===== config.mk =====
export PLATFORM = sky130hd
export DESIGN_NAME = dbd_datapath
export DESIGN_NICKNAME = d
export VERILOG_FILES = /design/src/sv/dbd_pkg.sv /design/src/sv/dbd_datapath.sv
export SDC_FILE = /design/constraint.sdc
export NUM_CORES = 1
export LEC_CHECK = 0
export ABC_AREA = 0
export BUFFER_PORTS_ARGS = -buffer_cell sky130_fd_sc_hd__buf_2
export CAP_MARGIN = 20
export CORE_UTILIZATION = 56
export CTS_BUF_LIST = sky130_fd_sc_hd__clkbuf_4 sky130_fd_sc_hd__clkbuf_8 sky130_fd_sc_hd__clkbuf_16
export CTS_CLUSTER_SIZE = 40
export DETAILED_ROUTE_END_ITERATION = 6
export PLACE_DENSITY = 0.77
export SYNTH_ARGS = -nofsm -noshare
export SYNTH_HDL_FRONTEND = slang
export SYNTH_SLANG_ARGS = --single-unit

===== constraint.sdc =====
create_clock -name clk -period 11.87 [get_ports clk]
set_clock_uncertainty 0.1 [all_clocks]
set_input_delay 1.187 -clock clk [delete_from_list [all_inputs] [get_ports clk]]
set_output_delay 1.187 -clock clk [all_outputs]
set_load 0.02 [all_outputs]

===== src/sv/dbd_pkg.sv =====
`default_nettype none

package dbd_pkg;

    localparam int YEAR_W  = 14;
    localparam int MONTH_W = 4;
    localparam int DAY_W   = 5;
    localparam int COUNT_W = 22;
    localparam int STAT_W  = 2;

    // year / 100 by reciprocal: floor(y * RECIP_100 / 2^RECIP_SHIFT) is exact for 14-bit y
    localparam int RECIP_100   = 10486;
    localparam int RECIP_SHIFT = 20;
    localparam int PROD_W      = 28;
    localparam int QUOT_W      = 8;
    localparam int REM_W       = 7;

    localparam logic [YEAR_W-1:0]  YEAR_MIN  = YEAR_W'(1);
    localparam logic [YEAR_W-1:0]  YEAR_MAX  = YEAR_W'(9999);
    localparam logic [MONTH_W-1:0] MONTH_FEB = MONTH_W'(2);
    localparam logic [MONTH_W-1:0] MONTH_DEC = MONTH_W'(12);
    localparam logic [REM_W-1:0]   REM_LAST  = REM_W'(99);

    typedef enum logic [STAT_W-1:0] {
        STATUS_OK       = 2'd0,
        STATUS_BACKWARD = 2'd1,
        STATUS_INVALID  = 2'd2
    } status_t;

    typedef enum logic [2:0] {
        ST_IDLE,
        ST_MUL,
        ST_CHECK,
        ST_EVAL,
        ST_STEP,
        ST_FINISH
    } state_t;

    // controller to datapath
    typedef struct packed {
        logic load_in;
        logic mul;
        logic check;
        logic step;
        logic load_out;
    } dbd_cmd_t;

    // datapath to controller
    typedef struct packed {
        logic invalid;
        logic backward;
        logic at_end;
    } dbd_stat_t;

    // leap rule from year mod 4, year mod 100 and (year / 100) mod 4
    function automatic logic leap_of(input logic [1:0] y_low,
                                     input logic [REM_W-1:0] rem100,
                                     input logic [1:0] quot_low);
        logic leap;
        leap = ((y_low == 2'd0) && (rem100 != '0)) ||
               ((rem100 == '0) && (quot_low == 2'd0));
        return leap;
    endfunction

    // month length, february stretched in a leap year
    function automatic logic [DAY_W-1:0] days_in_month(input logic leap,
                                                       input logic [MONTH_W-1:0] m);
        logic [DAY_W-1:0] len;
        case (m)
            4'd1:    len = 5'd31;
            4'd2:    len = leap ? 5'd29 : 5'd28;
            4'd3:    len = 5'd31;
            4'd4:    len = 5'd30;
            4'd5:    len = 5'd31;
            4'd6:    len = 5'd30;
            4'd7:    len = 5'd31;
            4'd8:    len = 5'd31;
            4'd9:    len = 5'd30;
            4'd10:   len = 5'd31;
            4'd11:   len = 5'd30;
            4'd12:   len = 5'd31;
            default: len = 5'd31;
        endcase
        return len;
    endfunction

endpackage

`default_nettype wire


===== src/sv/dbd_datapath.sv =====
`default_nettype none

module dbd_datapath
    import dbd_pkg::*;
(
    input  wire logic               clk,
    input  wire dbd_cmd_t           cmd,
    input  wire logic [YEAR_W-1:0]  start_year,
    input  wire logic [MONTH_W-1:0] start_month,
    input  wire logic [DAY_W-1:0]   start_day,
    input  wire logic [YEAR_W-1:0]  end_year,
    input  wire logic [MONTH_W-1:0] end_month,
    input  wire logic [DAY_W-1:0]   end_day,
    output dbd_stat_t               stat,
    output logic [COUNT_W-1:0]      day_count,
    output logic [STAT_W-1:0]       status
);

    logic [YEAR_W-1:0]  cur_y_reg, cur_y_next;
    logic [MONTH_W-1:0] cur_m_reg, cur_m_next;
    logic [DAY_W-1:0]   cur_d_reg, cur_d_next;
    logic [YEAR_W-1:0]  end_y_reg;
    logic [MONTH_W-1:0] end_m_reg;
    logic [DAY_W-1:0]   end_d_reg;
    logic [QUOT_W-1:0]  sq_reg, eq_reg;
    logic [REM_W-1:0]   rem_reg, rem_next;
    logic [1:0]         quot_reg, quot_next;
    logic [COUNT_W-1:0] count_reg;
    logic               invalid_reg, backward_reg;
    logic [COUNT_W-1:0] res_count_reg;
    status_t            res_status_reg;

    logic [PROD_W-1:0]  sprod, eprod;
    logic [REM_W-1:0]   srem, erem;
    logic               sleap, eleap, cur_leap;
    logic               s_ok, e_ok, back;
    logic [DAY_W-1:0]   cur_len;

    // year / 100 through the reciprocal product
    assign sprod = PROD_W'(cur_y_reg) * PROD_W'(RECIP_100);
    assign eprod = PROD_W'(end_y_reg) * PROD_W'(RECIP_100);

    // remainders from the registered quotients
    assign srem = REM_W'(cur_y_reg - YEAR_W'({sq_reg, 6'd0} + {sq_reg, 5'd0} + {sq_reg, 2'd0}));
    assign erem = REM_W'(end_y_reg - YEAR_W'({eq_reg, 6'd0} + {eq_reg, 5'd0} + {eq_reg, 2'd0}));
    assign sleap = leap_of(cur_y_reg[1:0], srem, sq_reg[1:0]);
    assign eleap = leap_of(end_y_reg[1:0], erem, eq_reg[1:0]);

    // date checks
    assign s_ok = (cur_y_reg >= YEAR_MIN) && (cur_y_reg <= YEAR_MAX) &&
                  (cur_m_reg != '0) && (cur_m_reg <= MONTH_DEC) &&
                  (cur_d_reg != '0) && (cur_d_reg <= days_in_month(sleap, cur_m_reg));
    assign e_ok = (end_y_reg >= YEAR_MIN) && (end_y_reg <= YEAR_MAX) &&
                  (end_m_reg != '0) && (end_m_reg <= MONTH_DEC) &&
                  (end_d_reg != '0) && (end_d_reg <= days_in_month(eleap, end_m_reg));
    assign back = {end_y_reg, end_m_reg, end_d_reg} < {cur_y_reg, cur_m_reg, cur_d_reg};

    // one day forward from the current date
    assign cur_leap = leap_of(cur_y_reg[1:0], rem_reg, quot_reg);
    assign cur_len  = days_in_month(cur_leap, cur_m_reg);

    always_comb
    begin
        cur_y_next = cur_y_reg;
        cur_m_next = cur_m_reg;
        cur_d_next = cur_d_reg + DAY_W'(1);
        rem_next   = rem_reg;
        quot_next  = quot_reg;
        if (cur_d_reg == cur_len)
        begin
            cur_d_next = DAY_W'(1);
            if (cur_m_reg == MONTH_DEC)
            begin
                cur_m_next = MONTH_W'(1);
                cur_y_next = cur_y_reg + YEAR_W'(1);
                if (rem_reg == REM_LAST)
                begin
                    rem_next  = '0;
                    quot_next = quot_reg + 2'd1;
                end
                else
                begin
                    rem_next = rem_reg + REM_W'(1);
                end
            end
            else
            begin
                cur_m_next = cur_m_reg + MONTH_W'(1);
            end
        end
    end

    always_ff @(posedge clk)
    begin
        if (cmd.load_in)
        begin
            cur_y_reg <= start_year;
            cur_m_reg <= start_month;
            cur_d_reg <= start_day;
            end_y_reg <= end_year;
            end_m_reg <= end_month;
            end_d_reg <= end_day;
            count_reg <= '0;
        end
        else if (cmd.step)
        begin
            cur_y_reg <= cur_y_next;
            cur_m_reg <= cur_m_next;
            cur_d_reg <= cur_d_next;
            rem_reg   <= rem_next;
            quot_reg  <= quot_next;
            count_reg <= count_reg + COUNT_W'(1);
        end
        if (cmd.mul)
        begin
            sq_reg <= sprod[RECIP_SHIFT +: QUOT_W];
            eq_reg <= eprod[RECIP_SHIFT +: QUOT_W];
        end
        if (cmd.check)
        begin
            rem_reg      <= srem;
            quot_reg     <= sq_reg[1:0];
            invalid_reg  <= !(s_ok && e_ok);
            backward_reg <= back;
        end
        if (cmd.load_out)
        begin
            if (invalid_reg)
            begin
                res_status_reg <= STATUS_INVALID;
                res_count_reg  <= '0;
            end
            else if (backward_reg)
            begin
                res_status_reg <= STATUS_BACKWARD;
                res_count_reg  <= '0;
            end
            else
            begin
                res_status_reg <= STATUS_OK;
                res_count_reg  <= count_reg;
            end
        end
    end

    assign stat.invalid  = invalid_reg;
    assign stat.backward = backward_reg;
    assign stat.at_end   = (cur_y_reg == end_y_reg) && (cur_m_reg == end_m_reg) &&
                           (cur_d_reg == end_d_reg);

    assign day_count = res_count_reg;
    assign status    = res_status_reg;

endmodule

`default_nettype wire


==> results by group <==
Min path
  • Hold path startpoint: count_reg[18]
  • Worst min-delay path category: reg2reg

Clocking
  • Clk buf depth: 2
  • Hold buffer count at CTS: 0
  • H-tree depth: 4
  • Number of buffers inserted during clock tree synthesis: 17
  • Count of buffers added by post-CTS timing repair for setup: 0
  • Number of sinks on the clock net: 113
  • TritonCTS clock tree: done
  • Clock slew at the register clock pins of the worst setup and hold paths: 0.06 ns
  • Later-pin clock latency in the skew report: 0.42 ns
  • Cts repair resizes: 0
  • CTS root buffer: clkbuf_16

Worst setup path
  • Worst R2R Start: cur_y_reg[6]
  • CP Buf/Inv Count: 4
  • Largest fanout on the critical path: 9
  • Slowest stage cell, crit path: edfxtp_1
  • Start point of the critical path: cur_y_reg[6]
  • Crit. End Element: flip-flop
  • Delay of the slowest cell on the worst path: 0.65 ns
  • CP delay by family, top: adder cells
  • Worst EP arrival: 5.18 ns
  • Required time worst endpoint: 11.93 ns
  • Category of the worst setup path launch point: flip-flop
  • Worst Setup Path Type: reg2reg
  • Critical path, cell by cell: inv_1, fa_1, inv_1, ha_1, fa_1, fa_1, inv_1, fa_1, inv_1, ha_1, a211oi_1, o21ai_0, a41oi_1, o21ai_0, a311oi_1, xnor2_1

Timing
  • Minimum clock period after layout: 5.122 ns
  • Number of max-slew violations in the final report: 0
  • Timing-limited maximum frequency: 195.3 MHz
  • Max-slew headroom at the worst pin: 33.00%
  • Setup repair after global routing missed its margin: false
  • Portion of the clock cycle consumed by the worst path in the final layout: 43.15%
  • Worst hold margin: 0.3949 ns
  • Summed negative setup slack over all endpoints: 0 ns
  • Final setup violating endpoints: 0
  • Slew at the pin closest to its max-slew limit: 1.005 ns
  • Final count of hold timing violations: 0

Synth
  • Gate count of the mapped netlist: 1219
  • Post-synth design cell area: 12740 um^2
  • Count of yosys warnings during synthesis: 0
  • Most used flip-flop cell after synthesis: edfxtp_1
  • Net count after synthesis: 1663
  • Count of flip-flops with a built-in enable after synthesis: 91
  • Synthesis-stage register bit count: 113
  • Fraction of registers with async set or reset after synthesis: 0%
  • Share of synthesized area occupied by flip-flops and latches: 24.90%
  • Avg Cell Area, Syn: 10.46 um^2
  • Unique masters post-synth: 60

Routing
  • Count of TritonRoute iterations in the first routing pass: 5
  • Number of remaining DRC errors: 0
  • DRC violation total after the first TritonRoute iteration: 361
  • Number of vias per cell: 5.405
  • Average wire per cell in the routed design: 16.35 um
  • Antenna-violating nets left: 0
  • Number of vias in the routed layout: 8610
  • Total wire length after detailed routing: 26.05 mm

Power and ir drop
  • Total internal power: 1.631 mW
  • Portion of total power attributed to sequential cells: 19.1%
  • Part of the power in the clock network: 16.1%
  • Comb pwr share: 64.8%
  • Power per cell area: 215.0 nW/um^2
  • Net switching component of the power: 1.372 mW
  • Fraction of power spent switching nets: 45.68%
  • Worst ir drop on vdd: 172.5 uV
  • Leak pwr: 6.967 nW

Die
  • Floorplan die height: 152.9 um
  • Core region area: 22090 um^2
  • FP Rows: 54
  • Overall die width: 152.9 um
  • Initial Utilization: 57.68%
  • Die footprint: 23370 um^2
  • # IOs: 79

Placed design
  • Hpwl dp: 21.45 mm
  • Port buffer count: 78
  • Weighted congestion at the end of routability-driven global placement: 0.8976

Finish
  • Most used cells in the layout excluding fill and tap cells: inv_1 (273), ha_1 (268), fa_1 (124), edfxtp_1 (91), buf_2 (77)
  • Layout area overhead: 9.601%
  • Final nets: 1744
  • Antenna diode count: 0
  • Share of post-route cells with drive strength above 1: 9.520%
  • Register area: 3173 um^2
  • Commonest non-fill, non-tap cell in the layout: inv_1
  • Count of fill cells added during filler insertion: 1734
  • Multi-input logic area: 8474 um^2

Run
  • Count of maximum capacitance violations: 0

Outcome
  • Outcome: completed

Global route
  • Leftover overflow at the end of global routing: 0
  • Wire length of the first global-routing pass: 43.13 mm
  • Total global routing track utilization: 23.74%
  • Pin count of the biggest net entering global routing: 94
  • Initial antenna violation count: 1
  • Vias in the first global route: 8592
[layer usage]
metal | wire (um) | track usage (%) | vias up | share of wire (%)
met4 | 652 | 7.167 | 0 | 2.5
met2 | 12250 | 38.86 | 231 | 47
li1 | - | - | 4186 | -
met5 | 0 | 0 | - | 0
met1 | 11700 | 31.17 | 4155 | 45
met3 | 1448 | 5.812 | 38 | 5.6
[worst reg2reg max path, stage by stage, from the launching register on]
cell and delay (ns):
edfxtp_1 0.65, inv_1 0.25, fa_1 0.56, inv_1 0.04, ha_1 0.21, fa_1 0.50, fa_1 0.50, inv_1 0.06
fa_1 0.53, inv_1 0.04, ha_1 0.32, a211oi_1 0.20, o21ai_0 0.11, a41oi_1 0.18, o21ai_0 0.13, a311oi_1 0.35
xnor2_1 0.11
[cell families after synthesis]
family | share of synthesized area, %
AND/OR/NAND/NOR | 8.335
AO/OA/AOI/OAI | 7.176
XOR/XNOR | 4.604
buffers and inverters | 8.610
flip-flops | 24.90
adder cells (fa/ha/maj) | 45.79
multiplexers | 0.5890
[per-stage QoR]
stage                     instances  setup WS (ns)  util, %  instance area (um^2)  total power [mW]
final                          1593          6.748    63.22                 13970             3.003
after global routing           1593          6.495    63.22                 13970             3.321
after CTS                      1593          6.753    63.22                 13970             3.010
after detailed placement       1561          6.793    60.72                 13420             2.497
after global placement         1561          6.930    60.72                 13420             2.423
after floorplan                1219          7.259        -                 12740             2.026
[path summary, 6_finish.rpt]
kind	cells past startpoint	end	slack [ns]
worst max-delay path	16	sq_reg[2]	6.75
worst min-delay path	2	count_reg[18]	0.39
worst max register to register	16	sq_reg[2]	6.75
worst min register to register	2	count_reg[18]	0.39
[cell type report]
cell class / count / share of cell area (%)
Clock buffer: 19 / 3.243
Timing Repair Buffer: 78 / 2.813
Sequential cell: 113 / 22.72
Multi-Input combinational cell: 817 / 60.67
Inverter: 273 / 7.336
Clock inverter: 13 / 0.7166
Tap cell: 280 / 2.508
[power by group through the flow]
stage	registers (mW)	logic, mW	clock network, mW
final	0.574	1.94	0.484
after global routing	0.581	2.23	0.507
after CTS	0.574	1.95	0.490
after detailed placement	0.583	1.91	0
after global placement	0.580	1.84	0
after floorplan	0.562	1.46	0
[synthesized netlist by cell type, types with 7 or more instances]
cell type  count  area share [%]
a211oi_1       9            0.53
a21o_1         9            0.53
a21oi_1       38             1.5
and2_1        25             1.2
and3_1        12            0.59
clkbuf_1      10            0.29
dfxtp_1       22             3.5
edfxtp_1      91              21
fa_1         124              19
ha_1         268              26
inv_1        273             8.0
nand2_1       54             1.6
nand3_1       18            0.71
nand4_1       17            0.83
nor2_1        45             1.3
o211ai_1       7            0.41
o21ai_0       42             1.6
o22ai_1        7            0.34
xnor2_1       48             3.3
xor2_1        19             1.3
Note: power is estimated with default switching activity, not from simulation.
