<file path="config.mk">
export PLATFORM = sky130hd
export DESIGN_NAME = dbd_ctrl
export DESIGN_NICKNAME = d
export VERILOG_FILES = /design/src/sv/dbd_pkg.sv /design/src/sv/dbd_ctrl.sv
export SDC_FILE = /design/constraint.sdc
export NUM_CORES = 1
export LEC_CHECK = 0
export BUFFER_PORTS_ARGS = -buffer_cell sky130_fd_sc_hd__buf_2
export CAP_MARGIN = 20
export CORE_AREA = 2 2 39 41
export DETAILED_ROUTE_END_ITERATION = 7
export DIE_AREA = 0 0 41 43
export PLACE_DENSITY = 0.42
export SLEW_MARGIN = 20
export SYNTH_ARGS = -nofsm -noshare
export SYNTH_HDL_FRONTEND = slang
export SYNTH_SLANG_ARGS = --single-unit
</file>
<file path="constraint.sdc">
create_clock -name clk -period 1.61 [get_ports clk]
set_input_delay 0.161 -clock clk [delete_from_list [all_inputs] [get_ports clk]]
set_output_delay 0.161 -clock clk [all_outputs]
set_load 0.01 [all_outputs]
</file>
<file path="src/sv/dbd_pkg.sv">
`default_nettype none

package dbd_pkg;

    localparam int YEAR_W  = 14;
    localparam int MONTH_W = 4;
    localparam int DAY_W   = 5;
    localparam int COUNT_W = 22;
    localparam int STAT_W  = 2;

    // year / 100 by reciprocal: floor(y * RECIP_100 / 2^RECIP_SHIFT) is exact for 14-bit y
    localparam int RECIP_100   = 10486;
    localparam int RECIP_SHIFT = 20;
    localparam int PROD_W      = 28;
    localparam int QUOT_W      = 8;
    localparam int REM_W       = 7;

    localparam logic [YEAR_W-1:0]  YEAR_MIN  = YEAR_W'(1);
    localparam logic [YEAR_W-1:0]  YEAR_MAX  = YEAR_W'(9999);
    localparam logic [MONTH_W-1:0] MONTH_FEB = MONTH_W'(2);
    localparam logic [MONTH_W-1:0] MONTH_DEC = MONTH_W'(12);
    localparam logic [REM_W-1:0]   REM_LAST  = REM_W'(99);

    typedef enum logic [STAT_W-1:0] {
        STATUS_OK       = 2'd0,
        STATUS_BACKWARD = 2'd1,
        STATUS_INVALID  = 2'd2
    } status_t;

    typedef enum logic [2:0] {
        ST_IDLE,
        ST_MUL,
        ST_CHECK,
        ST_EVAL,
        ST_STEP,
        ST_FINISH
    } state_t;

    // controller to datapath
    typedef struct packed {
        logic load_in;
        logic mul;
        logic check;
        logic step;
        logic load_out;
    } dbd_cmd_t;

    // datapath to controller
    typedef struct packed {
        logic invalid;
        logic backward;
        logic at_end;
    } dbd_stat_t;

    // leap rule from year mod 4, year mod 100 and (year / 100) mod 4
    function automatic logic leap_of(input logic [1:0] y_low,
                                     input logic [REM_W-1:0] rem100,
                                     input logic [1:0] quot_low);
        logic leap;
        leap = ((y_low == 2'd0) && (rem100 != '0)) ||
               ((rem100 == '0) && (quot_low == 2'd0));
        return leap;
    endfunction

    // month length, february stretched in a leap year
    function automatic logic [DAY_W-1:0] days_in_month(input logic leap,
                                                       input logic [MONTH_W-1:0] m);
        logic [DAY_W-1:0] len;
        case (m)
            4'd1:    len = 5'd31;
            4'd2:    len = leap ? 5'd29 : 5'd28;
            4'd3:    len = 5'd31;
            4'd4:    len = 5'd30;
            4'd5:    len = 5'd31;
            4'd6:    len = 5'd30;
            4'd7:    len = 5'd31;
            4'd8:    len = 5'd31;
            4'd9:    len = 5'd30;
            4'd10:   len = 5'd31;
            4'd11:   len = 5'd30;
            4'd12:   len = 5'd31;
            default: len = 5'd31;
        endcase
        return len;
    endfunction

endpackage

`default_nettype wire

</file>
<file path="src/sv/dbd_ctrl.sv">
`default_nettype none

module dbd_ctrl
    import dbd_pkg::*;
(
    input  wire logic      clk,
    input  wire logic      rst_n,
    input  wire logic      in_valid,
    output logic           in_ready,
    output logic           out_valid,
    input  wire logic      out_ready,
    input  wire dbd_stat_t stat,
    output dbd_cmd_t       cmd
);

    state_t state_reg, state_next;
    logic   out_valid_reg, out_valid_next;
    logic   out_free;

    assign out_free  = !out_valid_reg || out_ready;
    assign out_valid = out_valid_reg;

    // next state
    always_comb
    begin
        state_next = state_reg;
        case (state_reg)
            ST_IDLE:   if (in_valid) state_next = ST_MUL;
            ST_MUL:    state_next = ST_CHECK;
            ST_CHECK:  state_next = ST_EVAL;
            ST_EVAL:   state_next = (stat.invalid || stat.backward) ? ST_FINISH : ST_STEP;
            ST_STEP:   if (stat.at_end) state_next = ST_FINISH;
            ST_FINISH: if (out_free) state_next = ST_IDLE;
            default:   state_next = ST_IDLE;
        endcase
    end

    // outputs
    always_comb
    begin
        cmd      = '0;
        in_ready = 1'b0;
        case (state_reg)
            ST_IDLE:
            begin
                in_ready    = 1'b1;
                cmd.load_in = in_valid;
            end
            ST_MUL:    cmd.mul = 1'b1;
            ST_CHECK:  cmd.check = 1'b1;
            ST_EVAL:   cmd = '0;
            ST_STEP:   cmd.step = !stat.at_end;
            ST_FINISH: cmd.load_out = out_free;
            default:   cmd = '0;
        endcase
    end

    // result valid flag
    always_comb
    begin
        out_valid_next = out_valid_reg;
        if (cmd.load_out)
            out_valid_next = 1'b1;
        else if (out_ready)
            out_valid_next = 1'b0;
    end

    always_ff @(posedge clk or negedge rst_n)
    begin
        if (!rst_n)
        begin
            state_reg     <= ST_IDLE;
            out_valid_reg <= 1'b0;
        end
        else
        begin
            state_reg     <= state_next;
            out_valid_reg <= out_valid_next;
        end
    end

endmodule

`default_nettype wire

</file>
==> results.txt, run 1 <==
The run finished with clean final reports. The count of inserted antenna diode cells is 0. The quantity of I/O buffers inserted on ports came out at 13.

The CTS clock-pin slew for the worst setup and hold paths is 0.04 ns. The fraction of final layout cells sized beyond drive strength 1 is 42.5%. The number of gates resized after cts is 0.

The library cell occupying the most area in the post-synthesis netlist is sky130_fd_sc_hd__dfrtp_1. The arrival time of data at the critical path endpoint came out at 1.20 ns. Using the TritonRoute via totals, the vias-per-cell ratio works out to 4.11. Entering global routing, the biggest net connects 8 pins. The max-slew violation total from the final report came out at 0. Of the total power, combinational logic draws 43.5%. Setup repair after global routing left no endpoint under its margin. The worst supply voltage drop on vdd came out at 0.366 mV.

The cell area that synthesis handed to floorplanning was 224 um^2. The worst setup path is of the flip-flop to output port kind. The signal on the critical path passes through nand2b_1, nor3b_1, buf_2. Cell internal power was estimated by the tool at 0.347 mW. The later-pin clock latency in the skew report is 0.23 ns.

The floorplan step defined a die boundary enclosing 0.00176 mm^2. At the end of the flow the core is filled with cells to 24.1%. The worst hold margin is 0.247 ns. The required time of the critical path came out at 1.45 ns. The sequential element share of the synthesized area came out at 44.7%. For this design the total switching power over the nets is 0.225 mW. The mean post-synth cell area is 9.33 um^2. The final weighted congestion in routability-driven placement is 0.728. The total power is 0.572 mW. The detailed placer's ending HPWL is 440 um.

The final worst clock skew came out at 0.00204 ns. The clock tree buffer depth came out at 2. The net count of the mapped netlist is 31. The gate count of the mapped netlist is 24. The mean routed wirelength per cell came out at 9.32 um. The number of distinct library cell variants in the gate-level netlist after synthesis came out at 14. The maximum fanout count along the critical path is 6. The width of the die is 41 um.

The number of placed I/O pins came out at 14. The number of nets with antenna violations after detailed routing came out at 0. The number of detailed-route iterations in the first pass came out at 2. The number of buffers and inverters on the critical path is 1.

The post-synthesis async set-or-reset flop share is 100%. The cell count along the critical path is 3. Once the floorplan was initialized, standard cells occupied 16.2% of the core. The most used flip-flop cell after synthesis is sky130_fd_sc_hd__dfrtp_1. Headroom to the max-slew limit came out at 82.7%.

The total number of yosys warnings came out at 0. Sorting the synthesized cells by how often they occur yields sky130_fd_sc_hd__dfrtp_1, sky130_fd_sc_hd__nor3_1, sky130_fd_sc_hd__nand2b_1. In this run the biggest area consumer among cell types represents 44.7% of the synthesized area. STA classifies the critical path startpoint as a flip-flop. The initialized floorplan defines 14 standard-cell rows. The clock buffer count from CTS is 3. The region available for standard cell placement spans 0.00138 mm^2.

The first global-routing pass estimated 828 um of wire. The number of nets in the finished design came out at 49. The area growth from synthesis to layout is 49.2%. In this run the number of H-tree levels came out at 1. Counting flops with a built-in enable in the synthesized netlist gives 0.

By area the synthesized netlist is led by sky130_fd_sc_hd__dfrtp_1, sky130_fd_sc_hd__nor3_1, sky130_fd_sc_hd__nand2b_1. The register with the most flip-flops in the layout has 3 of them. The clock sink count came out at 4. The via count of the first global-routing pass was 220.

The library cell contributing the largest single delay on the critical path is sky130_fd_sc_hd__dfrtp_1. Setup violations remaining at the end of the flow were counted as 0. The count of maximum capacitance violations is 0. The post-detailed-route DRC marker count is 0. The worst setup path is captured at an output port. The setup total negative slack came out at 0 ns. The final route contains 230 vias.

The sequential cell fraction of total power came out at 35.1%. The longest individual stage delay on the worst path came out at 0.41 ns. The count of routing violations after the opening detailed-route iteration is 1.

Global routing used 7.85% of the available tracks. The vertical die dimension is 43 um. The leakage power summed over all cells came out at 0.164 nW.

The hold path depth is 3. The number of antenna violations at the first check in global routing is 0. Wires add up to 522 um. The achievable frequency is 734 MHz. In this design, the largest share of critical-path delay is due to flip-flops. The total power per unit cell area came out at 1710 mW/mm^2. Subtracting the final worst setup slack from the clock period gives 1.36 ns. The clock network power share came out at 21.4%. The cell sitting at the root of the clock tree is a sky130_fd_sc_hd__clkbuf_4.

The count of cells along the worst register-to-register path is 3. The hold violation total from the final report came to 0. The transition time at the pin with the least slew margin is 0.259 ns. TritonCTS built the clock tree. Synthesis inferred 4 register bits. The residual overflow from global routing is 0. The path class of the tightest hold or removal check is input port to flip-flop. The share of the cycle needed by the critical path after routing came out at 84.6%.

The fraction of power spent switching nets came out at 39.3%.
-- power groups by stage --
| stage | Clock [mW] | Combinational (mW) | Sequential [mW] |
|---|---|---|---|
| final | 0.123 | 0.249 | 0.201 |
| after floorplan | 0 | 0.167 | 0.194 |
| after CTS | 0.130 | 0.254 | 0.200 |
| after global routing | 0.141 | 0.283 | 0.209 |
| after global placement | 0 | 0.255 | 0.203 |
| after detailed placement | 0 | 0.251 | 0.201 |
-- cells by family (layout without fill, tap and decap cells) --
kind of cell / count (synthesis) / after routing / synth area share (%)
buffers and inverters: 2 / 18 / 5.03
flip-flops: 4 / 4 / 44.7
multiplexers: 1 / 1 / 4.47
AO/OA/AOI/OAI: 5 / 5 / 14.5
AND/OR/NAND/NOR: 12 / 12 / 31.3
-- final timing paths --
check,to,from,slack [ns]
max,cmd[0],state_reg[1],0.25
min in group asynchronous,state_reg[0],rst_n,0.26
min,state_reg[0],stat[2],0.25
max reg2reg,state_reg[0],state_reg[2],0.59
max in group asynchronous,out_valid,rst_n,1.23
min reg2reg,state_reg[0],state_reg[1],0.54
-- routing by layer --
layer	global-route usage [%]	part of all wire, %	up-vias
met5	0	0	-
met4	10.0	0	0
met3	3.14	6.1	0
met2	10.6	54	6
met1	7.44	40	105
li1	-	-	119
-- tightest hold or removal path, stage by stage --
cell                      delay [ns]
sky130_fd_sc_hd__buf_2          0.08
sky130_fd_sc_hd__nor3_1         0.03
sky130_fd_sc_hd__o22ai_1        0.15
-- placed cells by master, fill, tap and decap left out --
cell and count:
sky130_fd_sc_hd__inv_2 1, sky130_fd_sc_hd__dlygate4sd3_1 1, sky130_fd_sc_hd__nor3b_1 2, sky130_fd_sc_hd__clkbuf_4 3, sky130_fd_sc_hd__nand2b_1 3, sky130_fd_sc_hd__mux2i_1 1, sky130_fd_sc_hd__a21o_1 1, sky130_fd_sc_hd__nor3_1 4
sky130_fd_sc_hd__buf_2 13, sky130_fd_sc_hd__o21ai_1 2, sky130_fd_sc_hd__nand2_1 1, sky130_fd_sc_hd__and2_1 1, sky130_fd_sc_hd__o22ai_1 1, sky130_fd_sc_hd__or2_1 1, sky130_fd_sc_hd__dfrtp_1 4, sky130_fd_sc_hd__o22a_1 1
-- stage by stage --
step / std cells / setup WS (ns) / cell area [um^2]
after detailed placement: 52 / 0.502 / 302
final: 56 / 0.247 / 334
after global placement: 52 / 0.464 / 302
after CTS: 56 / 0.237 / 334
after global routing: 56 / 0.149 / 334
after floorplan: 24 / 0.440 / 224
-- what timing repair did --
action	in CTS	in global routing
endpoints found under the hold margin	4	0
hold buffers	1	0
buffers inserted	0	0
-- final cells by class --
class / count / area (um^2)
Multi-Input combinational cell: 18 / 113
Timing Repair Buffer: 14 / 75.1
Sequential cell: 4 / 100
Inverter: 1 / 3.75
Fill cell: 149 / 1050
Tap cell: 16 / 20.0
Clock buffer: 3 / 22.5
Note: power is estimated with default switching activity, not from simulation.
==> inputs of run 2 (changes only) <==
--- a/config.mk
+++ b/config.mk
@@ -5,12 +5,13 @@
 export SDC_FILE = /design/constraint.sdc
 export NUM_CORES = 1
 export LEC_CHECK = 0
+export ABC_AREA = 1
 export BUFFER_PORTS_ARGS = -buffer_cell sky130_fd_sc_hd__buf_2
 export CAP_MARGIN = 20
 export CORE_AREA = 2 2 39 41
 export DETAILED_ROUTE_END_ITERATION = 7
 export DIE_AREA = 0 0 41 43
-export PLACE_DENSITY = 0.42
+export PLACE_DENSITY = 0.47
 export SLEW_MARGIN = 20
 export SYNTH_ARGS = -nofsm -noshare
 export SYNTH_HDL_FRONTEND = slang
==> constraint.sdc (replaced) <==
create_clock -name clk -period 1.3 [get_ports clk]
set_input_delay 0.13 -clock clk [delete_from_list [all_inputs] [get_ports clk]]
set_output_delay 0.13 -clock clk [all_outputs]
set_load 0.01 [all_outputs]
==> run 2 against run 1 <==
Register-to-register slack got worse by 0.35 ns. Worst hold slack got worse by 0.084 ns. Critical endpoint is now cmd[1]. Critical path type unchanged. Sequential share of layout area fell by 4.7 points. Via count rose by 23%. Setup slack got worse by 0.18 ns. Clock power rose by 20%.
==> results.txt, run 2 <==
The run finished with clean final reports. The category of the worst setup path launch point is a flip-flop. The number of antenna violations at the first check in global routing is 0 (unchanged). The hold path depth is 4 (+1). The core utilization of the finished layout was 29.4% (+5.2 points). The count of inserted antenna diode cells is 0 (unchanged). Leaving out fill and tap cells, the most frequent cells in the layout are sky130_fd_sc_hd__buf_2, sky130_fd_sc_hd__inv_1, sky130_fd_sc_hd__nand2_1, sky130_fd_sc_hd__nor2_1, sky130_fd_sc_hd__clkbuf_4. The later-pin clock latency in the skew report is 0.23 ns (about the same).

The clock sink count is 4 (unchanged). The mean post-synth cell area is 6.40 um^2 (-31%). Setup repair after global routing could not meet its margin everywhere.

The number of detailed-route iterations in the first pass is 2 (unchanged). The number of placed I/O pins came to 14 (unchanged). The aggregate global-route resource usage was 6.53% (-1.3 points). The area fraction in and, or, nand and nor cells after synthesis was 39.1% (+7.8 points).

The gate count of the mapped netlist is 44 (+83%). The library cell occupying the most area in the post-synthesis netlist is sky130_fd_sc_hd__dfrtp_1. The number of endpoints failing setup at the final stage came out at 0 (unchanged). The core area is 0.00138 mm^2 (unchanged). The tightest slew margin relative to the limit is 84.2% (+1.5 points).

The number of flip-flops in the largest register is 3 (unchanged). The count of cells along the worst register-to-register path is 6 (+3). The via count of the first global-routing pass came out at 232 (+5.5%).

The number of vias per cell after detailed routing came out at 3.69 (-10%). The worst hold margin came to 0.163 ns (-0.0843 ns). The vertical die dimension is 43 um (unchanged).

The register bit total from synthesis is 4 (unchanged). The sequential cell fraction of total power is 32.1% (-3.0 points). The worst supply voltage drop on vdd is 0.565 mV (+54%).

STA classifies the critical path endpoint as an output port. The CTS clock-pin slew for the worst setup and hold paths came to 0.04 ns (about the same). The achievable frequency is 808 MHz. The leakage power summed over all cells came out at 0.256 nW (+56%). The mean routed wirelength per cell came out at 6.78 um (-27%). The compound-gate portion of the synthesized area came out at 6.67% (-7.9 points). The clock buffer count from CTS is 3 (unchanged). The adder and majority gate portion of the synthesized area was 0% (unchanged).

The final worst clock skew is 0.00423 ns (+0.00218 ns). The net count of the mapped netlist came out at 51 (+65%). By count the netlist is led by sky130_fd_sc_hd__inv_1, sky130_fd_sc_hd__nand2_1, sky130_fd_sc_hd__nor2_1. The worst register-to-register path begins at state_reg[1]. The maximum fanout count along the critical path came out at 4 (-2). Counting I/O delays and the setup requirement, the final critical path takes 1.24 ns. After synthesis, the largest family of logic cells by area is simple AND/OR/NAND/NOR gates. The fraction of post-synthesis cell area in the top cell type by area came out at 35.6% (-9.1 points). The number of standard-cell rows in the floorplan is 14 (unchanged).

The primary flip-flop cell chosen by synthesis mapping is sky130_fd_sc_hd__dfrtp_1. The path class of the tightest hold or removal check is input port to flip-flop. The width of the die is 41 um (unchanged). Leaving out fill and tap cells, the most frequent cell in the layout is sky130_fd_sc_hd__buf_2. The fraction of final layout cells sized beyond drive strength 1 is 39.3% (-3.2 points). The quantity of I/O buffers inserted on ports was 13 (unchanged). The max-slew violation total from the final report is 0 (unchanged). The startpoint of the worst hold path is out_ready. The number of nets with antenna violations after detailed routing was 0 (unchanged).

The TritonCTS clock tree is done. The number of enable-type register cells in the synthesized netlist was 0 (unchanged). The count of fill cells added during filler insertion is 158 (+6.0%).

The post-synthesis share of cell area spent on xor and xnor gates came to 0% (unchanged). The post-detailed-route DRC marker count is 0 (unchanged). The transition time at the pin with the least slew margin was 0.237 ns (-0.0212 ns). The post-synthesis async set-or-reset flop share is 100% (unchanged). The area of the die came out at 0.00176 mm^2 (unchanged). sky130_fd_sc_hd__inv_1 is the most common cell in the netlist.

The residual overflow from global routing is 0 (unchanged). The clock tree buffer depth is 2 (unchanged). The H-tree depth reported by CTS is 1 (unchanged).

The count of routing violations after the opening detailed-route iteration is 5 (+4). The worst setup path is of the flip-flop to output port kind. The total number of yosys warnings came to 0 (unchanged). The largest net degree at the start of global routing is 7 (-1). The total detailed-routing wirelength came out at 522 um (unchanged). The total power per unit cell area came out at 2040 mW/mm^2 (+19%).

The share of the cycle needed by the critical path after routing came out at 95.2%. The share of synthesized area spent on multiplexers came out at 0% (-4.5 points). The total power came out at 0.829 mW (+45%). The starting utilization of the core area came out at 20.3% (+4.2 points). The number of nets in the finished design came out at 70 (+43%). The clock network power share is 17.8% (-3.6 points).

In this run the critical register-to-register path is captured at state_reg[0]. The register-to-register path setup slack came out at 0.24 ns (-0.35 ns). The switching power is 0.353 mW (+57%). The arrival time of data at the critical path endpoint came out at 1.11 ns (-0.09 ns).

The end of the worst hold path is out_valid. The setup total negative slack came to 0 ns (unchanged). In the post-synthesis netlist, the biggest area contributors are sky130_fd_sc_hd__dfrtp_1, sky130_fd_sc_hd__inv_1, sky130_fd_sc_hd__nand2_1. The cell area after synthesis came out at 282 um^2 (+26%).

The final weighted congestion in routability-driven placement is 0.686 (-5.8%). The hold violation total from the final report is 0 (unchanged). The sequential element share of the synthesized area is 35.6% (-9.1 points). In this run the clock root is driven by a sky130_fd_sc_hd__clkbuf_4. The detailed placer's ending HPWL came out at 431 um (-2.2%). The power share of the combinational group is 50.1% (+6.6 points).

The global-route wire length before repair is 793 um (-4.2%). The fraction of power spent switching nets was 42.5% (+3.2 points). The overall via count from detail_route is 284 (+23%). The relative area change from synthesis to final layout is 44.4%. The number of distinct library cell variants in the gate-level netlist after synthesis came out at 13 (-1).

The required time of the critical path came to 1.17 ns (-0.28 ns). The count of maximum capacitance violations came out at 0 (unchanged). The cell-internal power was 0.477 mW (+37%).
-- run 2: cell types whose count changed after synthesis, sizes merged, moves of 2 or more --
cell and delta:
a21oi +2, inv +11, nand2 +9, nand2b -3, nand3 +2, nor2 +9
nor3 -3, nor3b -2
-- run 2: cell type report --
type	instances	area, um^2	area share (%)
Sequential cell	4	103	25.2
Clock buffer	3	22.5	5.54
Timing Repair Buffer	15	82.6	20.3
Inverter	12	45.0	11.1
Tap cell	16	20.0	4.92
Multi-Input combinational cell	27	134	32.9
-- run 2: how the worst max path moves through the flow --
stage | cells after the start | start | to
floorplan | 6 | state_reg[0] | state_reg[0]
global placement | 6 | state_reg[0] | state_reg[0]
detailed placement | 6 | state_reg[0] | state_reg[0]
CTS | 4 | state_reg[0] | cmd[1]
global route | 4 | state_reg[1] | cmd[1]
finish | 4 | state_reg[1] | cmd[1]
-- run 2: critical path, stage by stage (launching register included) --
cell                       delay [ns]
sky130_fd_sc_hd__dfrtp_2         0.43
sky130_fd_sc_hd__nor2_4          0.14
sky130_fd_sc_hd__nand3b_1        0.12
sky130_fd_sc_hd__inv_1           0.07
sky130_fd_sc_hd__buf_2           0.12
-- run 2: kinds of logic (layout without fill, tap and decap cells) --
group / after synthesis / after routing
and+or+nand+nor: 24 / 24
buffers and inverters: 13 / 30
DFF: 4 / 4
AOI/OAI and AO/OA: 3 / 3
-- run 2: through the flow --
stage	setup WS [ns]	area, um^2	instances
after floorplan	0.271	282	44
after global placement	0.169	359	72
after detailed placement	0.165	359	72
after CTS	0.00530	398	76
after global routing	-0.0192	407	77
final	0.0627	407	77
-- run 2: timing repair --
| item | in CTS | in global routing |
|---|---|---|
| resized for setup | 2 | 2 |
| hold buffers | 1 | 0 |
| gates cloned | 0 | 0 |
| pin swaps | 0 | 1 |
| setup endpoints to repair | 2 | 4 |
| endpoints found under the hold margin | 4 | 0 |
| setup buffers | 0 | 1 |
-- run 2: power groups by stage --
stage | logic, mW | registers, mW | clock network (mW)
final | 0.416 | 0.266 | 0.147
after global routing | 0.479 | 0.276 | 0.167
after CTS | 0.398 | 0.263 | 0.156
after detailed placement | 0.388 | 0.249 | 0
after global placement | 0.385 | 0.250 | 0
after floorplan | 0.275 | 0.243 | 0
-- run 2: metal layers --
layer	up-vias	routed length [um]	GRT usage, %
li1	161	-	-
met1	110	278	8.06
met2	13	190	9.69
met3	0	52	3.14
met4	0	0	2.00
met5	-	0	0
==> inputs of run 3 (changes only) <==
--- a/config.mk
+++ b/config.mk
@@ -12,6 +12,7 @@
 export DETAILED_ROUTE_END_ITERATION = 7
 export DIE_AREA = 0 0 41 43
 export PLACE_DENSITY = 0.47
+export REMOVE_ABC_BUFFERS = 1
 export SLEW_MARGIN = 20
 export SYNTH_ARGS = -nofsm -noshare
 export SYNTH_HDL_FRONTEND = slang
==> run 3 against run 2 <==
Clock power rose by 3%. Setup slack got worse by 0.015 ns. Sequential power rose by 2%. Largest cell class unchanged. Non-clock buffer count did not move. Fmax fell by 1.2%. First-iteration DRC count fell by 40%. Critical path depth did not move. Routed wire length rose by 16%. Critical path type unchanged.
==> results.txt, run 3 (synthesized netlist as in run 2, its figures left out) <==
The count of fill cells added during filler insertion is 157 (-0.63%). The mean routed wirelength per cell is 7.90 um (+16%). The number of vias per cell after detailed routing came to 3.66 (-0.70%). The max-slew violation total from the final report is 0 (unchanged). The number of nets in the finished design is 70 (unchanged). The number of standard-cell rows in the floorplan came out at 14 (unchanged).

The hold violation total from the final report came to 0 (unchanged). The run finished with clean final reports. The arrival time of data at the critical path endpoint is 1.12 ns (about the same). The category of the worst setup path launch point is a flip-flop. The CTS clock-pin slew for the worst setup and hold paths is 0.04 ns (about the same). The shortest clock period the worst path allows after layout came to 1.25 ns (+0.0149 ns). The share of the cycle needed by the critical path after routing is 96.3% (+1.1 points). The aggregate global-route resource usage came to 8.84% (+2.3 points).

The routed length on met1 is 293 um (+5.4%). Setup repair after global routing could not meet its margin everywhere. The number of placed I/O pins is 14 (unchanged).

The detailed route wirelength on metal3 came out at 54 um (+3.8%). Walking the worst path, the cells encountered are nor2_4, nand3b_1, inv_1, buf_2. The detailed placer's ending HPWL came to 483 um (+12%).

The detailed router used layers up to and including met3. The relative area change from synthesis to final layout came out at 44.9%. The H-tree depth reported by CTS came out at 1 (unchanged). The final weighted congestion in routability-driven placement is 0.665 (-3.0%).

The area of the die came out at 0.00176 mm^2 (unchanged). The number of antenna violations at the first check in global routing was 0 (unchanged). The residual overflow from global routing was 0 (unchanged). The required time of the critical path came out at 1.17 ns (about the same). The worst supply voltage drop on vdd is 0.655 mV (+16%). The width of the die came out at 41 um (unchanged).

The core area is 0.00138 mm^2 (unchanged). The number of nets with antenna violations after detailed routing is 0 (unchanged). The instance area after placement is 359 um^2 (unchanged). The setup total negative slack is 0 ns (unchanged). The clock tree buffer depth was 2 (unchanged). The final worst clock skew is 0.00300 ns (-0.00123 ns). The count of maximum capacitance violations came out at 0 (unchanged). The achievable frequency came out at 799 MHz (-1.2%).

The detailed-routed wire length on met2 is 260 um (+37%). The slowest stage of the critical path belongs to the cell sky130_fd_sc_hd__dfrtp_2. The later-pin clock latency in the skew report came to 0.23 ns (about the same).

The leakage power summed over all cells came out at 0.254 nW (-0.86%). The tightest min-delay check is of the input port to flip-flop type. The most frequent standard cell in the layout excluding fill and tap cells is sky130_fd_sc_hd__buf_2. The largest net degree at the start of global routing is 7 (unchanged).

The vertical die dimension is 43 um (unchanged). The global-route wire length before repair came out at 1040 um (+31%). The final worst setup slack came out at 0.0478 ns (-0.0149 ns).

The overall via count from detail_route is 282 (-0.70%). In the layout the commonest cells are sky130_fd_sc_hd__buf_2, sky130_fd_sc_hd__inv_1, sky130_fd_sc_hd__nand2_1, sky130_fd_sc_hd__nor2_1. The via count of the first global-routing pass is 294 (+27%). The total power per unit cell area came to 2020 mW/mm^2 (-1.1%). The maximum fanout count along the critical path came out at 6 (+2). The number of endpoints failing setup at the final stage was 0 (unchanged).

The number of buffers and inverters on the critical path is 2 (unchanged). TritonCTS built the clock tree. The post-detailed-route DRC marker count came out at 0 (unchanged). The category of the worst setup path capture point is an output port. The root buffer cell chosen for the clock tree is sky130_fd_sc_hd__clkbuf_4. The total detailed-routing wirelength is 608 um (+16%). The core utilization of the finished layout is 29.5% (+0.090 points). The fraction of final layout cells sized beyond drive strength 1 was 41.0% (+1.6 points). The number of flip-flops in the largest register is 3 (unchanged).

The clock sink count is 4 (unchanged). The quantity of I/O buffers inserted on ports is 13 (unchanged). The minimum setup slack after placement is 0.165 ns (+0.000300 ns). The setup path with the least slack is of type flip-flop to output port. The area of all placed cells without fillers came out at 408 um^2 (+0.31%).

The clock buffer count from CTS came out at 3 (unchanged). The transition time at the pin with the least slew margin is 0.192 ns (-0.0460 ns). The count of inserted antenna diode cells is 0 (unchanged).

The starting utilization of the core area is 20.3% (unchanged). The tightest slew margin relative to the limit came out at 87.1% (+3.0 points). The count of routing violations after the opening detailed-route iteration is 3 (-2).

On the critical path the largest part of the delay comes from flip-flops. The number of detailed-route iterations in the first pass is 4 (+2). The longest individual stage delay on the worst path is 0.45 ns (+0.02 ns).
## run 3: cell counts in the layout (fill, tap and decap cells not counted)
Identical to the previous run, type by type.
## run 3: path summary, 6_finish.rpt
check / startpoint / to / slack, ns / cells after the start
min in group asynchronous: rst_n / state_reg[0] / 0.24 / 2
min reg2reg: out_valid / out_valid / 0.60 / 4
min: out_ready / out_valid / 0.16 / 4
max reg2reg: state_reg[0] / state_reg[0] / 0.15 / 7
max in group asynchronous: rst_n / state_reg[2] / 0.93 / 2
max: state_reg[0] / cmd[1] / 0.05 / 4
## run 3: area by class of cell
type / instances / area, um^2 / area share [%]
Tap cell: 16 / 20.0 / 4.91
Multi-Input combinational cell: 27 / 134 / 32.8
Sequential cell: 4 / 104 / 25.5
Timing Repair Buffer: 15 / 82.6 / 20.2
Clock buffer: 3 / 22.5 / 5.52
Inverter: 12 / 45.0 / 11.0
## run 3: worst reg2reg max path: stages (launching register included)
cell                       delay [ns]
sky130_fd_sc_hd__dfrtp_2         0.45
sky130_fd_sc_hd__nor2_4          0.13
sky130_fd_sc_hd__nand3b_1        0.12
sky130_fd_sc_hd__buf_4           0.15
sky130_fd_sc_hd__nand2_1         0.05
sky130_fd_sc_hd__nor2_1          0.04
sky130_fd_sc_hd__nand2_1         0.06
sky130_fd_sc_hd__nand2_1         0.04
## run 3: what timing repair did
action / CTS / global route
hold buffers: 1 / 0
pin swaps: 1 / 0
gates resized for setup: 2 / 3
setup buffers: 0 / 1
hold endpoints to repair: 4 / 0
endpoints found under the setup margin: 3 / 4
## run 3: metrics by stage
step           power [mW]  cells  hold WS [ns]
2_1_floorplan       0.510     43        -0.166
3_3_place_gp        0.637     72       -0.0594
3_5_place_dp        0.640     72       -0.0573
4_1_cts             0.830     76         0.157
5_1_grt             0.905     77         0.212
6_report            0.822     77         0.163
## run 3: routing by layer
layer / GRT usage, % / up-vias
li1: - / 161
met1: 10.3 / 109
met2: 12.8 / 12
met3: 1.57 / 0
met4: 8.00 / 0
met5: 0 / -
## run 3: where the power goes
part / total [mW] / internal [mW] / switching (mW)
Combinational: 0.400 / 0.172 / 0.228
Clock: 0.152 / 0.103 / 0.0490
Sequential: 0.271 / 0.187 / 0.0833
